## src/design/m2q_pkg.sv

```systemverilog
// Package for the matrix-to-quaternion block: word formats, derived widths,
// item types for both channels and for the internal work queue.
// No dependencies.
package m2q_pkg;

    localparam int FRAC_BITS = 14;
    localparam int WORD_BITS = 16;

    // Diagonal sums span one plus three words, so two extra bits hold them.
    localparam int SUM_BITS  = WORD_BITS + 2;
    // A positive sum shifted up by FRAC_BITS fits in WORD_BITS+FRAC_BITS+1 bits.
    localparam int ROOT_BITS = (WORD_BITS + FRAC_BITS + 2) / 2;
    localparam int RAD_BITS  = 2 * ROOT_BITS;
    localparam int REM_BITS  = ROOT_BITS + 3;
    localparam int ONE       = 1 << FRAC_BITS;

    // Width at which the halved root is compared against the saturation limit,
    // and the index of the last root stage.
    localparam int CMP_BITS  = (ROOT_BITS > WORD_BITS) ? ROOT_BITS - 1 : WORD_BITS - 1;
    localparam int LAST      = ROOT_BITS - 1;

    localparam int LANES     = 4;
    localparam int AXES      = 3;
    localparam int LANE_W    = 0;
    localparam int LANE_X    = 1;
    localparam int LANE_Y    = 2;
    localparam int LANE_Z    = 3;

    localparam int QUEUE_PTR_BITS = 2;
    localparam int QUEUE_DEPTH    = 1 << QUEUE_PTR_BITS;

    localparam logic [WORD_BITS-2:0] MAG_MAX = '1;

    typedef struct packed {
        logic signed [WORD_BITS-1:0] m_right_x;
        logic signed [WORD_BITS-1:0] m_right_y;
        logic signed [WORD_BITS-1:0] m_right_z;
        logic signed [WORD_BITS-1:0] m_up_x;
        logic signed [WORD_BITS-1:0] m_up_y;
        logic signed [WORD_BITS-1:0] m_up_z;
        logic signed [WORD_BITS-1:0] m_at_x;
        logic signed [WORD_BITS-1:0] m_at_y;
        logic signed [WORD_BITS-1:0] m_at_z;
    } t_mat;

    typedef struct packed {
        logic        [WORD_BITS-2:0] quat_w;
        logic signed [WORD_BITS-1:0] quat_x;
        logic signed [WORD_BITS-1:0] quat_y;
        logic signed [WORD_BITS-1:0] quat_z;
    } t_quat;

    // Work item: four radicands already clamped and scaled, and the signs
    // of the x, y and z parts (bit 0 is x).
    typedef struct packed {
        logic [LANES-1:0][RAD_BITS-1:0] rad;
        logic [AXES-1:0]                neg;
    } t_work;

endpackage

```

## src/design/m2q_if.sv

```systemverilog
// Valid/ready channel interfaces for the matrix input and quaternion output.
// Depends on m2q_pkg.
interface m2q_in_if;
    import m2q_pkg::*;

    logic valid;
    logic ready;
    t_mat data;

    modport source (output valid, output data, input ready);
    modport sink   (input valid, input data, output ready);
endinterface

interface m2q_out_if;
    import m2q_pkg::*;

    logic  valid;
    logic  ready;
    t_quat data;

    modport source (output valid, output data, input ready);
    modport sink   (input valid, input data, output ready);
endinterface

```

## src/design/m2q_front.sv

```systemverilog
// Front end: accepts matrix items, forms the four clamped radicands and the
// three sign bits, and holds them in a register until the queue takes them.
// Depends on m2q_pkg and m2q_if.
module m2q_front (
    input  logic            i_clk,
    input  logic            i_rst_n,
    m2q_in_if.sink          i_mat,
    output logic            o_work_valid,
    input  logic            i_work_ready,
    output m2q_pkg::t_work  o_work
);
    import m2q_pkg::*;

    logic  r_valid;
    t_work r_work;
    t_work n_work;
    logic  load;

    logic signed [SUM_BITS-1:0]  rx, uy, az, one_s;
    logic signed [SUM_BITS-1:0]  sum [LANES];
    logic signed [WORD_BITS:0]   dx, dy, dz;

    assign i_mat.ready = !r_valid || i_work_ready;
    assign load        = i_mat.valid && i_mat.ready;

    always_comb begin
        rx    = SUM_BITS'(i_mat.data.m_right_x);
        uy    = SUM_BITS'(i_mat.data.m_up_y);
        az    = SUM_BITS'(i_mat.data.m_at_z);
        one_s = SUM_BITS'(ONE);

        sum[LANE_W] = one_s + rx + uy + az;
        sum[LANE_X] = one_s + rx - uy - az;
        sum[LANE_Y] = one_s - rx + uy - az;
        sum[LANE_Z] = one_s - rx - uy + az;

        for (int l = 0; l < LANES; l++) begin
            // Non-positive sums give a zero magnitude.
            if (sum[l] > 0) begin
                n_work.rad[l] = RAD_BITS'(sum[l]) << FRAC_BITS;
            end else begin
                n_work.rad[l] = '0;
            end
        end

        dx = (WORD_BITS+1)'(i_mat.data.m_at_y)    - (WORD_BITS+1)'(i_mat.data.m_up_z);
        dy = (WORD_BITS+1)'(i_mat.data.m_right_z) - (WORD_BITS+1)'(i_mat.data.m_at_x);
        dz = (WORD_BITS+1)'(i_mat.data.m_up_x)    - (WORD_BITS+1)'(i_mat.data.m_right_y);
        n_work.neg = {dz[WORD_BITS], dy[WORD_BITS], dx[WORD_BITS]};
    end

    always_ff @(posedge i_clk) begin
        if (!i_rst_n) begin
            r_valid <= 1'b0;
        end else if (load) begin
            r_valid <= 1'b1;
        end else if (i_work_ready) begin
            r_valid <= 1'b0;
        end
    end

    always_ff @(posedge i_clk) begin
        if (load) begin
            r_work <= n_work;
        end
    end

    assign o_work_valid = r_valid;
    assign o_work       = r_work;

endmodule

```

## src/design/m2q_queue.sv

```systemverilog
// Short queue of work items between the front end and the root pipeline.
// Depends on m2q_pkg.
module m2q_queue (
    input  logic            i_clk,
    input  logic            i_rst_n,
    input  logic            i_push_valid,
    output logic            o_push_ready,
    input  m2q_pkg::t_work  i_push_data,
    output logic            o_pop_valid,
    input  logic            i_pop_ready,
    output m2q_pkg::t_work  o_pop_data
);
    import m2q_pkg::*;

    t_work                     r_mem [QUEUE_DEPTH];
    logic [QUEUE_PTR_BITS-1:0] r_wr;
    logic [QUEUE_PTR_BITS-1:0] r_rd;
    logic [QUEUE_PTR_BITS:0]   r_count;
    logic                      push;
    logic                      pop;

    assign o_push_ready = r_count != (QUEUE_PTR_BITS+1)'(QUEUE_DEPTH);
    assign o_pop_valid  = r_count != '0;
    assign push         = i_push_valid && o_push_ready;
    assign pop          = o_pop_valid && i_pop_ready;
    assign o_pop_data   = r_mem[r_rd];

    always_ff @(posedge i_clk) begin
        if (!i_rst_n) begin
            r_wr    <= '0;
            r_rd    <= '0;
            r_count <= '0;
        end else begin
            if (push) begin
                r_wr <= r_wr + 1'b1;
            end
            if (pop) begin
                r_rd <= r_rd + 1'b1;
            end
            if (push && !pop) begin
                r_count <= r_count + 1'b1;
            end else if (pop && !push) begin
                r_count <= r_count - 1'b1;
            end
        end
    end

    always_ff @(posedge i_clk) begin
        if (push) begin
            r_mem[r_wr] <= i_push_data;
        end
    end

endmodule

```

## src/design/m2q_back.sv

```systemverilog
// Back end: four-lane digit-by-digit square root, one result bit per stage,
// followed by halving, saturation, sign and the output register.
// Depends on m2q_pkg and m2q_if.
module m2q_back (
    input  logic            i_clk,
    input  logic            i_rst_n,
    input  logic            i_work_valid,
    output logic            o_work_ready,
    input  m2q_pkg::t_work  i_work,
    m2q_out_if.source       o_quat
);
    import m2q_pkg::*;

    logic [ROOT_BITS-1:0] r_valid;
    logic [REM_BITS-1:0]  r_rem  [ROOT_BITS][LANES];
    logic [ROOT_BITS-1:0] r_root [ROOT_BITS][LANES];
    logic [RAD_BITS-1:0]  r_rad  [ROOT_BITS][LANES];
    logic [AXES-1:0]      r_neg  [ROOT_BITS];
    logic [REM_BITS-1:0]  n_rem  [ROOT_BITS][LANES];
    logic [ROOT_BITS-1:0] n_root [ROOT_BITS][LANES];
    logic [RAD_BITS-1:0]  n_rad  [ROOT_BITS][LANES];
    logic                 r_out_valid;
    t_quat                r_out;
    t_quat                n_out;
    logic                 en;

    // The whole pipeline moves unless a finished result is held at the output.
    assign en           = !r_out_valid || o_quat.ready;
    assign o_work_ready = en;

    always_comb begin
        logic [REM_BITS-1:0]  acc;
        logic [REM_BITS-1:0]  trial;
        logic [REM_BITS-1:0]  s_rem;
        logic [ROOT_BITS-1:0] s_root;
        logic [RAD_BITS-1:0]  s_rad;
        for (int s = 0; s < ROOT_BITS; s++) begin
            for (int l = 0; l < LANES; l++) begin
                if (s == 0) begin
                    s_rem  = '0;
                    s_root = '0;
                    s_rad  = i_work.rad[l];
                end else begin
                    s_rem  = r_rem[s-1][l];
                    s_root = r_root[s-1][l];
                    s_rad  = r_rad[s-1][l];
                end
                // Bring down the next pair of radicand bits and try root*4+1.
                acc   = {s_rem[REM_BITS-3:0], s_rad[RAD_BITS-1 -: 2]};
                trial = {{(REM_BITS-ROOT_BITS-2){1'b0}}, s_root, 2'b01};
                if (acc >= trial) begin
                    n_rem[s][l]  = acc - trial;
                    n_root[s][l] = {s_root[ROOT_BITS-2:0], 1'b1};
                end else begin
                    n_rem[s][l]  = acc;
                    n_root[s][l] = {s_root[ROOT_BITS-2:0], 1'b0};
                end
                n_rad[s][l] = s_rad << 2;
            end
        end
    end

    always_comb begin
        logic [CMP_BITS-1:0]  ext;
        logic [WORD_BITS-2:0] mag [LANES];
        logic [WORD_BITS-1:0] sv;
        logic [WORD_BITS-1:0] sgn [AXES];
        for (int l = 0; l < LANES; l++) begin
            ext = CMP_BITS'(r_root[LAST][l][ROOT_BITS-1:1]);
            if (ext > CMP_BITS'(MAG_MAX)) begin
                mag[l] = MAG_MAX;
            end else begin
                mag[l] = (WORD_BITS-1)'(ext);
            end
        end
        for (int a = 0; a < AXES; a++) begin
            sv = {1'b0, mag[a+1]};
            if (r_neg[LAST][a]) begin
                sgn[a] = WORD_BITS'(0) - sv;
            end else begin
                sgn[a] = sv;
            end
        end
        n_out.quat_w = mag[LANE_W];
        n_out.quat_x = sgn[LANE_X-1];
        n_out.quat_y = sgn[LANE_Y-1];
        n_out.quat_z = sgn[LANE_Z-1];
    end

    always_ff @(posedge i_clk) begin
        if (!i_rst_n) begin
            r_valid     <= '0;
            r_out_valid <= 1'b0;
        end else if (en) begin
            r_valid     <= {r_valid[ROOT_BITS-2:0], i_work_valid};
            r_out_valid <= r_valid[LAST];
        end
    end

    always_ff @(posedge i_clk) begin
        if (en) begin
            r_rem  <= n_rem;
            r_root <= n_root;
            r_rad  <= n_rad;
            r_neg[0] <= i_work.neg;
            for (int s = 1; s < ROOT_BITS; s++) begin
                r_neg[s] <= r_neg[s-1];
            end
            r_out <= n_out;
        end
    end

    assign o_quat.valid = r_out_valid;
    assign o_quat.data  = r_out;

endmodule

```

## src/design/matrix_to_quaternion.sv

```systemverilog
// Top level of the rotation-matrix to quaternion block.
// Depends on m2q_pkg, m2q_if, m2q_front, m2q_queue and m2q_back.
//
// Usage:
//   i_mat carries one 3x3 matrix per item (nine signed Q1.14 words); o_quat
//   carries the matching quaternion (w unsigned, x/y/z signed, same grid).
//   Both channels use valid/ready; an item moves when both are high.
//   Throughput is one item per cycle while the receiver keeps ready high.
//   From input acceptance to the result being offered, an item passes the
//   front register, the queue, the square-root pipeline, which resolves one
//   root bit per stage, and the output register.
//   Results leave in the order the matrices arrived.
//   When the receiver stalls, the root pipeline freezes with its result held
//   in the output register; the front end keeps accepting items until the
//   four-entry queue and its own register are full, then drops ready.
//   Reset clears all valid flags and queue pointers; no item is in flight
//   afterwards. The block keeps no state between items.
module matrix_to_quaternion (
    input  logic  i_clk,
    input  logic  i_rst_n,
    m2q_in_if.sink    i_mat,
    m2q_out_if.source o_quat
);
    import m2q_pkg::*;

    logic  w_front_valid;
    logic  w_q_push_ready;
    t_work w_front_work;
    logic  w_q_pop_valid;
    logic  w_back_ready;
    t_work w_q_work;

    m2q_front u_front (
        .i_clk        (i_clk),
        .i_rst_n      (i_rst_n),
        .i_mat        (i_mat),
        .o_work_valid (w_front_valid),
        .i_work_ready (w_q_push_ready),
        .o_work       (w_front_work)
    );

    m2q_queue u_queue (
        .i_clk        (i_clk),
        .i_rst_n      (i_rst_n),
        .i_push_valid (w_front_valid),
        .o_push_ready (w_q_push_ready),
        .i_push_data  (w_front_work),
        .o_pop_valid  (w_q_pop_valid),
        .i_pop_ready  (w_back_ready),
        .o_pop_data   (w_q_work)
    );

    m2q_back u_back (
        .i_clk        (i_clk),
        .i_rst_n      (i_rst_n),
        .i_work_valid (w_q_pop_valid),
        .o_work_ready (w_back_ready),
        .i_work       (w_q_work),
        .o_quat       (o_quat)
    );

    // The input only stalls when the front register is full and the queue is full.
    a_front_stall: assert property (@(posedge i_clk) disable iff (!i_rst_n)
        !i_mat.ready |-> (w_front_valid && !w_q_push_ready))
        else $error("input stalled while the queue had room");

    // A held result must freeze the root pipeline and stop queue reads.
    a_back_freeze: assert property (@(posedge i_clk) disable iff (!i_rst_n)
        (o_quat.valid && !o_quat.ready) |-> !w_back_ready)
        else $error("root pipeline advanced under a stalled output");

    // Saturation is symmetric, so no signed part reaches the most negative code.
    a_no_min: assert property (@(posedge i_clk) disable iff (!i_rst_n)
        o_quat.valid |-> (o_quat.data.quat_x != {1'b1, {(WORD_BITS-1){1'b0}}} &&
                          o_quat.data.quat_y != {1'b1, {(WORD_BITS-1){1'b0}}} &&
                          o_quat.data.quat_z != {1'b1, {(WORD_BITS-1){1'b0}}}))
        else $error("quaternion part reached the most negative code");

endmodule
```

## src/flat_wrapper.sv

```systemverilog
// flat-port wrapper written by rule: the top's interface ports become plain ports
module matrix_to_quaternion_flat import m2q_pkg::*;
  (i_clk, i_rst_n, i_mat_valid, i_mat_data, i_mat_ready, o_quat_valid, o_quat_data, o_quat_ready);
  m2q_in_if i_mat_i ();
  m2q_out_if o_quat_i ();
  input  logic i_clk;
  input  logic i_rst_n;
  input wire logic [$bits(i_mat_i.valid)-1:0] i_mat_valid;
  input wire logic [$bits(i_mat_i.data)-1:0] i_mat_data;
  output wire logic [$bits(i_mat_i.ready)-1:0] i_mat_ready;
  output wire logic [$bits(o_quat_i.valid)-1:0] o_quat_valid;
  output wire logic [$bits(o_quat_i.data)-1:0] o_quat_data;
  input wire logic [$bits(o_quat_i.ready)-1:0] o_quat_ready;
  assign i_mat_i.valid = i_mat_valid;
  assign i_mat_i.data = i_mat_data;
  assign i_mat_ready = i_mat_i.ready;
  assign o_quat_valid = o_quat_i.valid;
  assign o_quat_data = o_quat_i.data;
  assign o_quat_i.ready = o_quat_ready;
  matrix_to_quaternion u_core (.i_clk(i_clk), .i_rst_n(i_rst_n), .i_mat(i_mat_i), .o_quat(o_quat_i));
endmodule
```

## config.mk

```make
export PLATFORM = sky130hd
export DESIGN_NAME = matrix_to_quaternion_flat
export DESIGN_NICKNAME = d
export VERILOG_FILES = /design/src/design/m2q_pkg.sv /design/src/design/m2q_if.sv /design/src/design/m2q_front.sv /design/src/design/m2q_queue.sv /design/src/design/m2q_back.sv /design/src/design/matrix_to_quaternion.sv /design/src/flat_wrapper.sv
export SDC_FILE = /design/constraint.sdc
export NUM_CORES = 2
export LEC_CHECK = 0
export BUFFER_PORTS_ARGS = -buffer_cell sky130_fd_sc_hd__buf_2
export CAP_MARGIN = 20
export CORE_ASPECT_RATIO = 2
export CORE_MARGIN = 2
export CORE_UTILIZATION = 60
export CTS_CLUSTER_SIZE = 14
export DETAILED_ROUTE_END_ITERATION = 8
export PLACE_DENSITY = 0.89
export SKIP_CTS_REPAIR_TIMING = 1
export SLEW_MARGIN = 25
export SYNTH_ARGS = -nofsm -noshare
export SYNTH_HDL_FRONTEND = slang
export SYNTH_SLANG_ARGS = --single-unit
```

## constraint.sdc

```tcl
create_clock -name i_clk -period 115.9 [get_ports i_clk]
set_input_delay 17.385 -clock i_clk [delete_from_list [all_inputs] [get_ports i_clk]]
set_output_delay 17.385 -clock i_clk [all_outputs]
set_load 0.02 [all_outputs]
```

==> impl_metrics.env <==
export IMPL_synth_async_reset_ratio_pct=0
export IMPL_r2r_cells=8
export IMPL_core_area_um2=175000
export IMPL_ys_ff_latch=2201
export IMPL_setup_tns_ns=0
export IMPL_use_met1_pct=20.0
export IMPL_synth_cell_types=82
export IMPL_status="finished, final reports clean"
export IMPL_required_ns=116.31
export IMPL_ys_flop_type="edfxtp_1"
export IMPL_path_clk_slew_ns=0.06
export IMPL_grt_use_total_pct=21.8
export IMPL_synth_xor_area_share_pct=5.74
export IMPL_rsz0062_at_grt="no"
export IMPL_detail_route_wl_per_cell_um=18.5
export IMPL_gp_congestion=0.928
export IMPL_synth_simple_area_share_pct=9.09
export IMPL_die_area_um2=179000
export IMPL_seq_area_frac_synth_pct=62.5
export IMPL_vdd_ir_drop_worst_uv=15.6
export IMPL_start_kind="input pin"
export IMPL_wirelength_mm=198
export IMPL_maxCapViolations=0
export IMPL_synth_top_area_share_pct=62.0
export IMPL_setup_violations=0
export IMPL_netlist_area_um2=105000
export IMPL_cts_tree="done"
export IMPL_grt_overflow=0
export IMPL_portBuffers=212
export IMPL_cts_path_max_buffers=4
export IMPL_fmax_mhz=45.0
export IMPL_final_antenna_net_count=0
export IMPL_final_setup_skew_ns=0.0394
export IMPL_startpoint="o_quat_ready"
export IMPL_hold_violations=0
export IMPL_path_delay_family="buffers and inverters"
export IMPL_grtUsageMet3_pct=2.49
export IMPL_max_stage_delay_ns=0.85
export IMPL_max_slew_margin_pct=18.7
export IMPL_grt_pass1_wl_mm=318
export IMPL_crit_end="u_core.u_back.o_quat.data[49]$_SDFFCE_PN1N_"
export IMPL_fill_cells=11200
export IMPL_r2r_start="u_core.u_back.o_quat.valid$_SDFFE_PN0N_"
export IMPL_syn_area_per_cell_um2=13.2
export IMPL_r2r_end="u_core.u_back.o_quat.data[49]$_SDFFCE_PN1N_"
export IMPL_final_nets=9144
export IMPL_worst_path_buf_inv=8
export IMPL_io_pins=213
export IMPL_syn_to_final_growth_pct=9.08
export IMPL_htree_levels=4
export IMPL_root_buffer="clkbuf_16"
export IMPL_drcViolationCount=0
export IMPL_drive_above_1_share_pct=8.59
export IMPL_vias_per_cell=5.84
export IMPL_path_class="input pin to flip-flop"
export IMPL_firstDrtPassIters=6
export IMPL_yosysWarningCount=0
export IMPL_arrival_ns=22.65
export IMPL_grt_most_used_layer="met2"
export IMPL_synthMuxAreaShare_pct=2.66
export IMPL_p_leak_nw=46.4
export IMPL_synth_area_leader_cell="edfxtp_1"
export IMPL_grt_pass1_vias=66400
export IMPL_crit_path_top_delay_cell="buf_4"
export IMPL_antenna_found_initial=17
export IMPL_numCtsBuffers=195
export IMPL_worstMarginPinSlew_ns=1.22
export IMPL_die_w_um=300
export IMPL_drt_iter0_drc=4208
export IMPL_vias=62500
export IMPL_synth_top_family_by_area="adder cells"
export IMPL_synth_area_leaders="edfxtp_1 (62%), ha_1 (7.4%), xnor2_1 (3.3%)"
export IMPL_endpoint_kind="flip-flop"
export IMPL_hold_class="flip-flop to flip-flop"
export IMPL_synth_edf_count=2174
export IMPL_fin_crit_ns=22.24
export IMPL_crit_cells=9
export IMPL_powerDensity_nw_per_um2=24.8
export IMPL_std_cell_rows=217
export IMPL_utilization_pct=65.8
export IMPL_synthCells=7950
export IMPL_hpwl_mm=134
export IMPL_insertion_delay_ns=0.80
export IMPL_crit_fanout=186
export IMPL_fin_crit_sh_pct=19.2
export IMPL_synth_compound_area_share_pct=7.59
export IMPL_crit_chain="buf_2, nor2b_1, buf_4, inv_8, buf_4, buf_4, buf_4, buf_12, buf_4"
export IMPL_grtUsageMet2_pct=44.3
export IMPL_cts_sinks=2201
export IMPL_ff2ff_setup_slack_ns=109.92
export IMPL_synth_adder_area_share_pct=9.11
export IMPL_die_h_um=597
export IMPL_slew_violations=0
export IMPL_start_util_pct=60.3
export IMPL_critPathMostFrequentCell="buf_4"
export IMPL_p_total_mw=2.85
export IMPL_grt_max_degree=213
==> flip-flops by register name (all words and copies together), names as in the netlist, named ones only <==
name / flops
u_core.u_back.r_rem: 860
u_core.u_back.r_root: 540
u_core.u_queue.r_mem: 300
u_core.u_back.n_rad: 224
u_core.u_front.o_work: 75
u_core.u_back.r_rad: 64
u_core.u_back.o_quat.data: 63
u_core.u_back.r_neg: 48
u_core.u_back.r_valid: 16
u_core.u_queue.r_count: 3
u_core.u_queue.r_rd: 2
u_core.u_queue.r_wr: 2
u_core.u_back.o_quat.valid: 1
u_core.u_front.o_work_valid: 1
==> placed cells by master, fill, tap and decap left out, drive strengths merged, types with 105 or more instances in the layout <==
cell type,instances
a21oi,404
nor3,208
xnor2,400
nor4,106
inv,795
ha,622
clkbuf,256
edfxtp,2174
o21a,106
o21ai,373
nand2,469
nand2b,105
buf,255
xor2,289
nor2,498
a21o,148
==> where the power goes <==
part	switching [mW]	internal, mW	total (mW)
Combinational	0.458	0.373	0.831
Sequential	0.177	1.25	1.43
Clock	0.265	0.319	0.584
==> metrics by stage <==
stage | instances | instance area (um^2) | worst slack (ns) | hold slack (ns)
after floorplan | 7957 | 105000 | 46.96 | 0.400
after global placement | 10400 | 109000 | 93.07 | 0.400
after detailed placement | 10400 | 109000 | 92.88 | 0.405
after CTS | 10700 | 115000 | 93.75 | 0.405
after global routing | 10700 | 115000 | 93.28 | 0.421
final | 10700 | 115000 | 93.66 | 0.407
==> cells in the mapped netlist (all sizes together), types with 11 or more instances <==
| master | instances |
|---|---|
| nor3 | 208 |
| a21o | 148 |
| mux2 | 85 |
| nor4 | 106 |
| nand2b | 105 |
| fa | 90 |
| nand2 | 469 |
| nand4 | 50 |
| o21bai | 49 |
| buf | 29 |
| dfxtp | 27 |
| xor2 | 289 |
| mux4 | 75 |
| o31ai | 59 |
| o211ai | 14 |
| nor2 | 498 |
| or2 | 46 |
| edfxtp | 2174 |
| a21oi | 404 |
| nand3b | 35 |
| o21a | 106 |
| or3 | 71 |
| clkbuf | 96 |
| nand3 | 102 |
| nor4b | 11 |
| a21boi | 45 |
| and3 | 45 |
| o21ai | 373 |
| a31oi | 15 |
| ha | 622 |
| mux2i | 16 |
| inv | 792 |
| a211oi | 23 |
| and2 | 40 |
| xnor2 | 400 |
| nor2b | 87 |
| or4 | 31 |
==> cell families after synthesis <==
| group | count (synthesis) |
|---|---|
| flip-flops | 2201 |
| AND/OR/NAND/NOR | 1938 |
| AO/OA/AOI/OAI | 1310 |
| buffers and inverters | 922 |
| adder cells (fa/ha/maj) | 713 |
| XOR/XNOR | 689 |
| multiplexers | 176 |
| other | 1 |
==> layer usage <==
| layer | routed length (um) | vias to the layer above |
|---|---|---|
| met5 | 0 | - |
| met4 | 12500 | 0 |
| met3 | 7010 | 686 |
| met2 | 114000 | 1893 |
| met1 | 64100 | 30500 |
| li1 | - | 29400 |
==> layout make-up <==
cell class	count	area (um^2)	area share, %
multi-input cells	4834	36100	31.5
diodes	11	27.5	0.0240
clock buffers	256	5200	4.53
clock inverters	48	325	0.283
flip-flops and latches	2201	65800	57.3
repair buffers	255	1490	1.30
well taps	2299	2880	2.50
inverters	797	3000	2.61
==> how the worst min path moves through the flow <==
stage                                        start                                  end  cells after the start
5_1_grt        u_core.u_back.r_neg[1][2]$_DFFE_PN_  u_core.u_back.r_neg[1][5]$_DFFE_PN_                      0
3_5_place_dp   u_core.u_back.n_rad[1309]$_DFFE_PN_  u_core.u_back.n_rad[1183]$_DFFE_PN_                      0
4_1_cts        u_core.u_back.r_neg[1][2]$_DFFE_PN_  u_core.u_back.r_neg[1][5]$_DFFE_PN_                      0
6_report       u_core.u_back.n_rad[1915]$_DFFE_PN_  u_core.u_back.n_rad[1789]$_DFFE_PN_                      0
3_3_place_gp   u_core.u_back.n_rad[1687]$_DFFE_PN_  u_core.u_back.n_rad[1561]$_DFFE_PN_                      0
2_1_floorplan  u_core.u_back.n_rad[1180]$_DFFE_PN_  u_core.u_back.n_rad[1054]$_DFFE_PN_                      0
Power figures use the tool's default switching activity.
